$ cat src/rtl/assert_macros.svh
// Assertion helpers shared by the RTL. Both macros sample on clk and are
// disabled while arst_n is low, so they expect those names in scope.
`ifndef ASSERT_MACROS_SVH
`define ASSERT_MACROS_SVH
`ifndef ASSERT_OFF
`define TLL_ASSERT_IMP(name, ante, cons) \
	name: assert property (@(posedge clk) disable iff (!arst_n) (ante) |-> (cons)) \
		else $error("tll assertion failed");
`define TLL_ASSERT_NEXT(name, ante, cons) \
	name: assert property (@(posedge clk) disable iff (!arst_n) (ante) |=> (cons)) \
		else $error("tll assertion failed");
`else
`define TLL_ASSERT_IMP(name, ante, cons)
`define TLL_ASSERT_NEXT(name, ante, cons)
`endif
`endif

$ cat src/rtl/tll_pkg.sv
// ----------------------------------------------------------------------------
// tll_pkg
// Token classes, character codes, record types and the classification
// functions of the tiny language lexer.
// ----------------------------------------------------------------------------
package tll_pkg;

	typedef enum logic [4:0] {
		CLS_SEMI   = 5'd0,
		CLS_IF     = 5'd1,
		CLS_THEN   = 5'd2,
		CLS_END    = 5'd3,
		CLS_REPEAT = 5'd4,
		CLS_UNTIL  = 5'd5,
		CLS_ASSIGN = 5'd6,
		CLS_READ   = 5'd7,
		CLS_WRITE  = 5'd8,
		CLS_LESS   = 5'd9,
		CLS_EQUAL  = 5'd10,
		CLS_PLUS   = 5'd11,
		CLS_MINUS  = 5'd12,
		CLS_MULT   = 5'd13,
		CLS_DIV    = 5'd14,
		CLS_OPEN   = 5'd15,
		CLS_CLOSE  = 5'd16,
		CLS_NUMBER = 5'd17,
		CLS_IDENT  = 5'd18,
		CLS_ERROR  = 5'd19
	} tok_class_t;

	localparam logic [7:0] CH_SEMI   = 8'h3B;
	localparam logic [7:0] CH_COLON  = 8'h3A;
	localparam logic [7:0] CH_EQ     = 8'h3D;
	localparam logic [7:0] CH_LT     = 8'h3C;
	localparam logic [7:0] CH_PLUS   = 8'h2B;
	localparam logic [7:0] CH_MINUS  = 8'h2D;
	localparam logic [7:0] CH_STAR   = 8'h2A;
	localparam logic [7:0] CH_SLASH  = 8'h2F;
	localparam logic [7:0] CH_LPAREN = 8'h28;
	localparam logic [7:0] CH_RPAREN = 8'h29;
	localparam logic [7:0] CH_SPACE  = 8'h20;
	localparam logic [7:0] CH_LF     = 8'h0A;
	localparam logic [7:0] CH_CR     = 8'h0D;
	localparam logic [7:0] CH_LBRACE = 8'h7B;
	localparam logic [7:0] CH_RBRACE = 8'h7D;
	localparam logic [7:0] CH_DIG0   = 8'h30;
	localparam logic [7:0] CH_DIG9   = 8'h39;
	localparam logic [7:0] CH_UPPA   = 8'h41;
	localparam logic [7:0] CH_LOWZ   = 8'h7A;

	localparam int PREFIX_DEPTH = 6;
	localparam int QUEUE_DEPTH  = 4;

	typedef struct packed {
		tok_class_t  cls;
		logic [31:0] start;
		logic [7:0]  len;
	} token_t;

	// One queue entry holds everything a single byte produced: an optional
	// word token followed by an optional symbol token.
	typedef struct packed {
		logic   w_valid;
		token_t w;
		logic   s_valid;
		token_t s;
	} rec_t;

	typedef struct packed {
		logic full;
		logic empty;
	} qstat_t;

	typedef struct packed {
		logic       valid;
		tok_class_t cls;
	} sym_t;

	function automatic logic is_special(input logic [7:0] c);
		return c == CH_SEMI || c == CH_COLON || c == CH_EQ || c == CH_LT ||
			c == CH_PLUS || c == CH_MINUS || c == CH_STAR || c == CH_SLASH ||
			c == CH_LPAREN || c == CH_RPAREN || c == CH_SPACE || c == CH_LF ||
			c == CH_CR || c == CH_LBRACE || c == CH_RBRACE;
	endfunction

	function automatic sym_t symbol_class(input logic [7:0] c);
		sym_t s;
		s.valid = 1'b1;
		unique case (c)
			CH_SEMI:   s.cls = CLS_SEMI;
			CH_LT:     s.cls = CLS_LESS;
			CH_EQ:     s.cls = CLS_EQUAL;
			CH_PLUS:   s.cls = CLS_PLUS;
			CH_MINUS:  s.cls = CLS_MINUS;
			CH_STAR:   s.cls = CLS_MULT;
			CH_SLASH:  s.cls = CLS_DIV;
			CH_LPAREN: s.cls = CLS_OPEN;
			CH_RPAREN: s.cls = CLS_CLOSE;
			default: begin
				s.valid = 1'b0;
				s.cls   = CLS_ERROR;
			end
		endcase
		return s;
	endfunction

	// slen is the word length clipped to 7, so any long word misses every keyword.
	function automatic tok_class_t word_class(input logic [5:0][7:0] pre,
		input logic [2:0] slen);
		tok_class_t cls;
		if (pre[0] >= CH_DIG0 && pre[0] <= CH_DIG9)
			cls = CLS_NUMBER;
		else if (pre[0] >= CH_UPPA && pre[0] <= CH_LOWZ)
			cls = CLS_IDENT;
		else
			cls = CLS_ERROR;
		priority if (slen == 3'd2 && {pre[0], pre[1]} == "if")
			cls = CLS_IF;
		else if (slen == 3'd4 && {pre[0], pre[1], pre[2], pre[3]} == "then")
			cls = CLS_THEN;
		else if (slen == 3'd3 && {pre[0], pre[1], pre[2]} == "end")
			cls = CLS_END;
		else if (slen == 3'd6 && {pre[0], pre[1], pre[2], pre[3], pre[4], pre[5]}
				== "repeat")
			cls = CLS_REPEAT;
		else if (slen == 3'd5 && {pre[0], pre[1], pre[2], pre[3], pre[4]} == "until")
			cls = CLS_UNTIL;
		else if (slen == 3'd4 && {pre[0], pre[1], pre[2], pre[3]} == "read")
			cls = CLS_READ;
		else if (slen == 3'd5 && {pre[0], pre[1], pre[2], pre[3], pre[4]} == "write")
			cls = CLS_WRITE;
		else
			cls = cls;
		return cls;
	endfunction

endpackage

$ cat src/rtl/tll_front.sv
// ----------------------------------------------------------------------------
// tll_front
// Scanner state: takes one text byte per beat, tracks words, comments and
// colons, and builds the tokens that byte produces.
// ----------------------------------------------------------------------------
module tll_front import tll_pkg::*; #(
	parameter int MAX_TOKEN_LENGTH = 255,
	parameter int OFFSET_BITS      = 32
) (
	input  logic       clk,
	input  logic       arst_n,
	input  logic       text_valid,
	output logic       text_stall,
	input  logic [7:0] char_code,
	input  logic       end_of_text,
	input  qstat_t     qstat,
	output logic       push,
	output rec_t       push_rec
);

	localparam int CW = $clog2(MAX_TOKEN_LENGTH + 1);

	logic                   in_comment_q;
	logic                   colon_q;
	logic [OFFSET_BITS-1:0] colon_off_q;
	logic [CW-1:0]          cnt_q;
	logic [OFFSET_BITS-1:0] word_off_q;
	logic [5:0][7:0]        prefix_q;
	logic [OFFSET_BITS-1:0] byte_off_q;

	logic                   accept;
	logic                   sp;
	sym_t                   sym;
	logic                   assign_path;
	logic                   main_path;
	logic                   word_path;
	logic                   flush_now;
	logic                   emit_word;
	logic [CW-1:0]          cnt_n;
	logic [CW-1:0]          cnt_w;
	logic [16:0]            cnt_ext;
	logic [5:0][7:0]        prefix_n;
	logic [OFFSET_BITS-1:0] word_off_n;
	logic                   in_comment_n;
	logic                   colon_n;
	logic [OFFSET_BITS-1:0] colon_off_n;

	assign text_stall = qstat.full;
	assign accept     = text_valid && !qstat.full;

	assign sp          = is_special(char_code);
	assign sym         = symbol_class(char_code);
	assign assign_path = !in_comment_q && colon_q && char_code == CH_EQ;
	assign main_path   = !in_comment_q && !assign_path;
	assign word_path   = main_path && !sp;
	assign flush_now   = main_path && sp && cnt_q != '0;

	always_comb begin
		prefix_n = prefix_q;
		if (word_path) begin
			cnt_n = (cnt_q < CW'(MAX_TOKEN_LENGTH)) ? cnt_q + CW'(1) : cnt_q;
			if (cnt_q < CW'(PREFIX_DEPTH))
				prefix_n[cnt_q[2:0]] = char_code;
		end else if (main_path) begin
			cnt_n = '0;
		end else begin
			cnt_n = cnt_q;
		end
	end

	assign word_off_n = (word_path && cnt_q == '0) ? byte_off_q : word_off_q;

	// A special byte ends the pending word; otherwise end of text flushes
	// the word including this byte.
	assign emit_word = flush_now || (end_of_text && cnt_n != '0);
	assign cnt_w     = flush_now ? cnt_q : cnt_n;
	assign cnt_ext   = 17'(cnt_w);

	always_comb begin
		push_rec.w_valid   = emit_word;
		push_rec.w.cls     = word_class(prefix_n,
			(cnt_ext > 17'd6) ? 3'd7 : cnt_ext[2:0]);
		push_rec.w.start   = 32'(word_off_n);
		push_rec.w.len     = (cnt_ext > 17'd255) ? 8'hFF : cnt_ext[7:0];
		push_rec.s_valid   = assign_path || (main_path && sp && sym.valid);
		if (assign_path) begin
			push_rec.s.cls   = CLS_ASSIGN;
			push_rec.s.start = 32'(colon_off_q);
			push_rec.s.len   = 8'd2;
		end else begin
			push_rec.s.cls   = sym.cls;
			push_rec.s.start = 32'(byte_off_q);
			push_rec.s.len   = 8'd1;
		end
	end

	assign push = accept && (push_rec.w_valid || push_rec.s_valid);

	always_comb begin
		in_comment_n = in_comment_q;
		if (in_comment_q)
			in_comment_n = char_code != CH_RBRACE;
		else if (main_path && char_code == CH_LBRACE)
			in_comment_n = 1'b1;
		colon_n     = main_path && char_code == CH_COLON;
		colon_off_n = colon_n ? byte_off_q : colon_off_q;
	end

	always_ff @(posedge clk or negedge arst_n) begin
		if (!arst_n) begin
			in_comment_q <= 1'b0;
			colon_q      <= 1'b0;
			colon_off_q  <= '0;
			cnt_q        <= '0;
			word_off_q   <= '0;
			byte_off_q   <= '0;
		end else if (accept) begin
			if (end_of_text) begin
				in_comment_q <= 1'b0;
				colon_q      <= 1'b0;
				colon_off_q  <= '0;
				cnt_q        <= '0;
				word_off_q   <= '0;
				byte_off_q   <= '0;
			end else begin
				in_comment_q <= in_comment_n;
				colon_q      <= colon_n;
				colon_off_q  <= colon_off_n;
				cnt_q        <= cnt_n;
				word_off_q   <= word_off_n;
				byte_off_q   <= byte_off_q + OFFSET_BITS'(1);
			end
		end
	end

	// Only entries already written for the current word are ever read.
	always_ff @(posedge clk) begin
		if (accept)
			prefix_q <= prefix_n;
	end

endmodule

$ cat src/rtl/tll_queue.sv
// ----------------------------------------------------------------------------
// tll_queue
// Short first-in first-out queue of per-byte token records between the
// scanner and the output stage.
// ----------------------------------------------------------------------------
module tll_queue import tll_pkg::*; (
	input  logic   clk,
	input  logic   arst_n,
	input  logic   push,
	input  rec_t   push_rec,
	input  logic   pop,
	output rec_t   head,
	output qstat_t qstat
);

	localparam int PW = $clog2(QUEUE_DEPTH);

	rec_t          entry_q [QUEUE_DEPTH];
	logic [PW-1:0] wr_ptr_q;
	logic [PW-1:0] rd_ptr_q;
	logic [PW:0]   count_q;

	assign head        = entry_q[rd_ptr_q];
	assign qstat.full  = count_q == (PW + 1)'(QUEUE_DEPTH);
	assign qstat.empty = count_q == '0;

	always_ff @(posedge clk or negedge arst_n) begin
		if (!arst_n) begin
			wr_ptr_q <= '0;
			rd_ptr_q <= '0;
			count_q  <= '0;
		end else begin
			if (push)
				wr_ptr_q <= wr_ptr_q + PW'(1);
			if (pop)
				rd_ptr_q <= rd_ptr_q + PW'(1);
			if (push && !pop)
				count_q <= count_q + (PW + 1)'(1);
			else if (pop && !push)
				count_q <= count_q - (PW + 1)'(1);
		end
	end

	always_ff @(posedge clk) begin
		if (push)
			entry_q[wr_ptr_q] <= push_rec;
	end

endmodule

$ cat src/rtl/tll_back.sv
// ----------------------------------------------------------------------------
// tll_back
// Output stage: splits each queued record into one or two token beats and
// holds them in the output register while the receiver stalls.
// ----------------------------------------------------------------------------
module tll_back import tll_pkg::*; (
	input  logic        clk,
	input  logic        arst_n,
	input  rec_t        head,
	input  qstat_t      qstat,
	output logic        pop,
	output logic        token_valid,
	input  logic        token_stall,
	output logic [4:0]  token_class,
	output logic [31:0] token_start,
	output logic [7:0]  token_length,
	output logic        last_in_run
);

	logic   phase_q;
	logic   valid_q;
	token_t tok_q;
	logic   last_q;
	logic   load;
	logic   take_s;
	token_t pick;
	logic   pick_last;

	assign load   = !valid_q || !token_stall;
	// The symbol slot is sent once the word slot is done or when there is none.
	assign take_s = phase_q || !head.w_valid;
	assign pop    = load && !qstat.empty && (take_s || !head.s_valid);

	always_comb begin
		if (take_s) begin
			pick      = head.s;
			pick_last = 1'b1;
		end else begin
			pick      = head.w;
			pick_last = !head.s_valid;
		end
	end

	always_ff @(posedge clk or negedge arst_n) begin
		if (!arst_n) begin
			valid_q <= 1'b0;
			phase_q <= 1'b0;
		end else if (load) begin
			valid_q <= !qstat.empty;
			if (!qstat.empty)
				phase_q <= !pop;
		end
	end

	always_ff @(posedge clk) begin
		if (load && !qstat.empty) begin
			tok_q  <= pick;
			last_q <= pick_last;
		end
	end

	assign token_valid  = valid_q;
	assign token_class  = tok_q.cls;
	assign token_start  = tok_q.start;
	assign token_length = tok_q.len;
	assign last_in_run  = last_q;

endmodule

$ cat src/rtl/tiny_language_lexer_top.sv
// Tiny language lexer.
// The text channel (text_valid, text_stall, char_code, end_of_text) takes
// one source byte per beat; end_of_text marks the final byte, after which
// the pending word is flushed and the next byte starts a new text at
// offset 0. The token channel (token_valid, token_stall) gives one token
// per beat with class, start offset, length and last_in_run, which marks
// the last token caused by one text byte.
// A token is registered in the record queue and then in the output register.
// Throughput: one byte per cycle while text_stall is low, one token per
// cycle while token_stall is low; a byte that causes two tokens sends them
// in turn, and a four-entry record queue between the scanner and the output
// stage absorbs such bursts. text_stall rises only when that queue is full.
// When the receiver stalls, the output register holds its token and the
// scanner keeps accepting bytes until the queue fills.
// Reset clears the scanner state, empties the queue and clears token_valid.
// ----------------------------------------------------------------------------
// tiny_language_lexer_top
// Top level: scanner, record queue and token output stage.
// ----------------------------------------------------------------------------
`include "assert_macros.svh"

module tiny_language_lexer_top import tll_pkg::*; #(
	parameter int MAX_TOKEN_LENGTH = 255,
	parameter int OFFSET_BITS      = 32
) (
	input  logic        clk,
	input  logic        arst_n,
	input  logic        text_valid,
	output logic        text_stall,
	input  logic [7:0]  char_code,
	input  logic        end_of_text,
	output logic        token_valid,
	input  logic        token_stall,
	output logic [4:0]  token_class,
	output logic [31:0] token_start,
	output logic [7:0]  token_length,
	output logic        last_in_run
);

	qstat_t qstat;
	logic   push;
	rec_t   push_rec;
	logic   pop;
	rec_t   head;

	tll_front #(
		.MAX_TOKEN_LENGTH(MAX_TOKEN_LENGTH),
		.OFFSET_BITS     (OFFSET_BITS)
	) u_front (
		.clk        (clk),
		.arst_n     (arst_n),
		.text_valid (text_valid),
		.text_stall (text_stall),
		.char_code  (char_code),
		.end_of_text(end_of_text),
		.qstat      (qstat),
		.push       (push),
		.push_rec   (push_rec)
	);

	tll_queue u_queue (
		.clk     (clk),
		.arst_n  (arst_n),
		.push    (push),
		.push_rec(push_rec),
		.pop     (pop),
		.head    (head),
		.qstat   (qstat)
	);

	tll_back u_back (
		.clk         (clk),
		.arst_n      (arst_n),
		.head        (head),
		.qstat       (qstat),
		.pop         (pop),
		.token_valid (token_valid),
		.token_stall (token_stall),
		.token_class (token_class),
		.token_start (token_start),
		.token_length(token_length),
		.last_in_run (last_in_run)
	);

	`TLL_ASSERT_IMP(a_no_push_full, push, !qstat.full)
	`TLL_ASSERT_IMP(a_no_pop_empty, pop, !qstat.empty)
	`TLL_ASSERT_IMP(a_head_has_token, !qstat.empty, head.w_valid || head.s_valid)
	`TLL_ASSERT_NEXT(a_push_fills, push && !pop, !qstat.empty)

endmodule

$ cat config.mk
export PLATFORM = sky130hd
export DESIGN_NAME = tiny_language_lexer_top
export DESIGN_NICKNAME = d
export VERILOG_FILES = /design/src/rtl/tll_pkg.sv /design/src/rtl/tll_front.sv /design/src/rtl/tll_queue.sv /design/src/rtl/tll_back.sv /design/src/rtl/tiny_language_lexer_top.sv
export VERILOG_INCLUDE_DIRS = /design/src /design/src/rtl
export SDC_FILE = /design/constraint.sdc
export NUM_CORES = 1
export LEC_CHECK = 0
export BUFFER_PORTS_ARGS = -buffer_cell sky130_fd_sc_hd__buf_4
export CAP_MARGIN = 20
export CORE_MARGIN = 3
export CORE_UTILIZATION = 45
export DETAILED_ROUTE_END_ITERATION = 8
export GPL_TIMING_DRIVEN = 0
export PLACE_DENSITY_LB_ADDON = 0.15
export SYNTH_ARGS = -nofsm -noshare
export SYNTH_HDL_FRONTEND = slang
export SYNTH_SLANG_ARGS = --single-unit
$ cat constraint.sdc
create_clock -name clk -period 13.5 [get_ports clk]
set_clock_uncertainty 0.1 [all_clocks]
set_input_delay 2.7 -clock clk [delete_from_list [all_inputs] [get_ports clk]]
set_output_delay 2.7 -clock clk [all_outputs]
set_load 0.01 [all_outputs]
==> results.txt <==
Crit Path Max Fanout: 10
# diodes: 0
num ports: 61
reg2reg start: u_front.in_comment_q
hold depth: 1
Worst Max-Slew Pin Slew: 1.01 ns
Worst Hold Launch: u_queue.count_q[2]
drt drc: 0
fillers: 4,281
Post-Synth XOR/XNOR Area: 1.17%
first-pass GRT wire length: 86,600 µm
PwrDens: 202 mW/mm²
die height: 236 µm
Simple-Gate Fraction of Synth Area: 9.69%
CTS Buffer Depth: 3
post-synthesis mux area share: 13.5%
Via density: 5.74
Worst-Skew Late Latency: 0.62 ns
hold slack: 0.390 ns
core area: 0.0519 mm²
r2r worst-path depth: 16
cell leakage power: 10.0 nW
Main synth FF type: edfxtp_1
Clock Pin Slew Worst Setup and Hold Paths: 0.06 ns
CTS root buf: clkbuf_16
R2R Path End: u_queue.count_q[1]
Relative slew margins: 32.6%
synth warn: 0
Antenna Nets Post-Route: 0
number of port buffers: 60
H-tree level count: 2
Setup-failing EPs final: 0
Hold Vio Cnt, Final: 0
Remaining Overflow, GRT: 0
routability-driven placement congestion ratio: 0.919
vias: 14,042
TritonCTS buffer count: 57
Worst Hold Class: flop to flop
clock sink total: 553
Critical Path Start Type: primary input
Max Cap Viol: 0
max-slew violations: 0
width of the chip: 236 µm
final worst-path cycle share: 48.5%
post-synthesis sequential area ratio: 67.1%
Compound-Gate Fraction of Synth Area: 5.79%
CP Capture Type: flop
Reg2Reg Setup Slack: 9.04 ns
Peak supply drop: 0.112 mV
Total Wirelength: 56,200 µm
EDFF count, synth: 438
worst setup path start: char_code[7]
Setup Buffers After CTS: 0
CP Class: primary input to flop
CP required: 13.90 ns
Max Clk Rate: 0.153 GHz
main combinational cell family by area after synthesis: multiplexers
vias in the first global route: 14,144
Syn Inst Count: 1,577
row cnt: 83
Global Route Usage Sum: 20.2%
FFs w/ async S/R, synth: 20.8%
initial core utilization: 46.0%
#FFs+latches synth: 553
RSZ-0062 raised after global routing: false
Tmin final: 6.55 ns
Data arrival, critical path: 6.96 ns
Mapped Nets: 1,599
Area Growth Syn to Fin: 15.3%
layout cell share with drive strength beyond 1: 22.7%
largest net degree at the start of global routing: 91
CTS tree: yes
WL/cell: 23.0 µm
outcome: finished, final reports clean
Setup TNS: 0 ns
Syn Std Cell Area: 0.0239 mm²
Gates resized, CTS repair: 0
final net count: 1,740
distinct cell type count after synthesis: 88
DP HPWL: 38,000 µm
CTS Hold Bufs: 0
DR iter-0 viols: 1,053
hold endpoint: u_queue.count_q[2]
Adder-Cell Fraction of Synth Area: 0.503%
die area: 0.0559 mm²
antenna violations before repair: 0
Detailed Routing Iterations Pass 1: 5
synthesized area per cell: 15.1 µm²
## cells by family (layout without fill, tap and decap cells)
logic type / after synthesis / after routing
flops: 553 / 553
simple gates: 467 / 467
mux: 202 / 202
compound gates: 188 / 188
buf+inv: 126 / 314
xor+xnor: 32 / 32
fa+ha+maj: 9 / 9
## area by class of cell
cell class / count / area [µm²] / share of cell area [%]
repair buffers: 82 / 905 / 3.29
multi-input cells: 898 / 7370 / 26.8
clock buffers: 76 / 1590 / 5.78
inverters: 27 / 101 / 0.368
flip-flops and latches: 553 / 16000 / 58.2
well taps: 680 / 851 / 3.09
clock inverters: 30 / 255 / 0.927
plain buffers: 99 / 422 / 1.53
## power by group
part / leakage (nW) / internal [mW] / switching [mW] / total [mW]
registers: 5.59 / 2.24 / 0.105 / 2.35
logic: 3.50 / 0.743 / 0.928 / 1.67
clock network: 0.912 / 0.886 / 0.648 / 1.53
total: 10.0 / 3.87 / 1.68 / 5.55
## worst max-delay path, cell delays in order
cell and delay (ns):
buf_4 0.08, clkbuf_4 0.25, nor4bb_4 0.08, buf_6 0.14, a41o_1 0.20, buf_4 0.17
clkbuf_1 0.25, or3_1 0.48, nor2_1 0.25, a21oi_1 0.07, o21ai_1 0.14, nand4_1 0.13
a31o_2 0.33, o21ai_2 0.56, inv_1 0.10, ha_1 0.24, inv_1 0.07, fa_1 0.40
mux2_2 0.27
## sequential cells by signal, summed over array words and instances (netlist names), 5 cells and up
name / count
u_front.prefix_q: 48
u_back.token_class: 5
u_back.token_start: 32
u_front.word_off_q: 32
u_queue.entry_q: 344
u_front.cnt_q: 8
u_front.colon_off_q: 32
u_back.token_length: 8
u_front.byte_off_q: 32
## layout by cell type (no fill, tap or decap), types with 41 or more instances in the layout
master,instances
mux4_2,86
buf_4,62
a22o_1,65
mux2_2,100
nand2_1,195
o21ai_0,41
dfrtp_1,115
clkbuf_16,60
edfxtp_1,438
nor2_1,70
clkbuf_1,90
## synthesized netlist by cell type (17+ instances only)
cell type  number  area share, %
a21oi_1        24           0.50
o21ai_0        41           0.86
edfxtp_1      438             55
nor3_1         25           0.52
mux2_2        100            4.7
nand2_1       195            3.1
clkbuf_1       78            1.2
a22o_1         65            2.4
dfrtp_1       115             12
and3_1         22           0.58
inv_1          24           0.38
xor2_1         17           0.62
mux4_2         86            8.1
nand4_1        19           0.50
nand3_1        33           0.69
nor2_1         74            1.2
## how the worst max path moves through the flow
stage	endpoint	slack, ns	depth (start not counted)
2_1_floorplan	u_queue.entry_q[0][0]	4.62	13
6_report	u_queue.count_q[1]	6.95	19
5_1_grt	u_queue.count_q[1]	6.72	19
3_5_place_dp	u_queue.count_q[1]	6.32	19
3_3_place_gp	u_queue.entry_q[0][78]	1.25	15
4_1_cts	u_queue.count_q[1]	6.97	19
## metrics by stage
step	utilization (%)	cells	cell area, µm²	total power [mW]	setup WS, ns
floorplan	-	1577	23900	3.42	4.62
global placement	48.5	2317	25200	4.00	1.25
detailed placement	49.3	2335	25600	4.05	6.32
CTS	52.9	2441	27500	5.61	6.97
global route	53.0	2445	27500	5.83	6.72
finish	53.0	2445	27500	5.55	6.95
## metal layers
| layer | vias to the layer above | part of all wire [%] | global-route usage, % |
|---|---|---|---|
| met1 | 7219 | 46 | 29.5 |
| met2 | 370 | 47 | 31.4 |
| met3 | 95 | 5.3 | 3.46 |
| met4 | 0 | 2.4 | 5.94 |
| met5 | - | 0 | 0 |
| li1 | 6358 | - | - |
(Power assumes the default switching activity.)
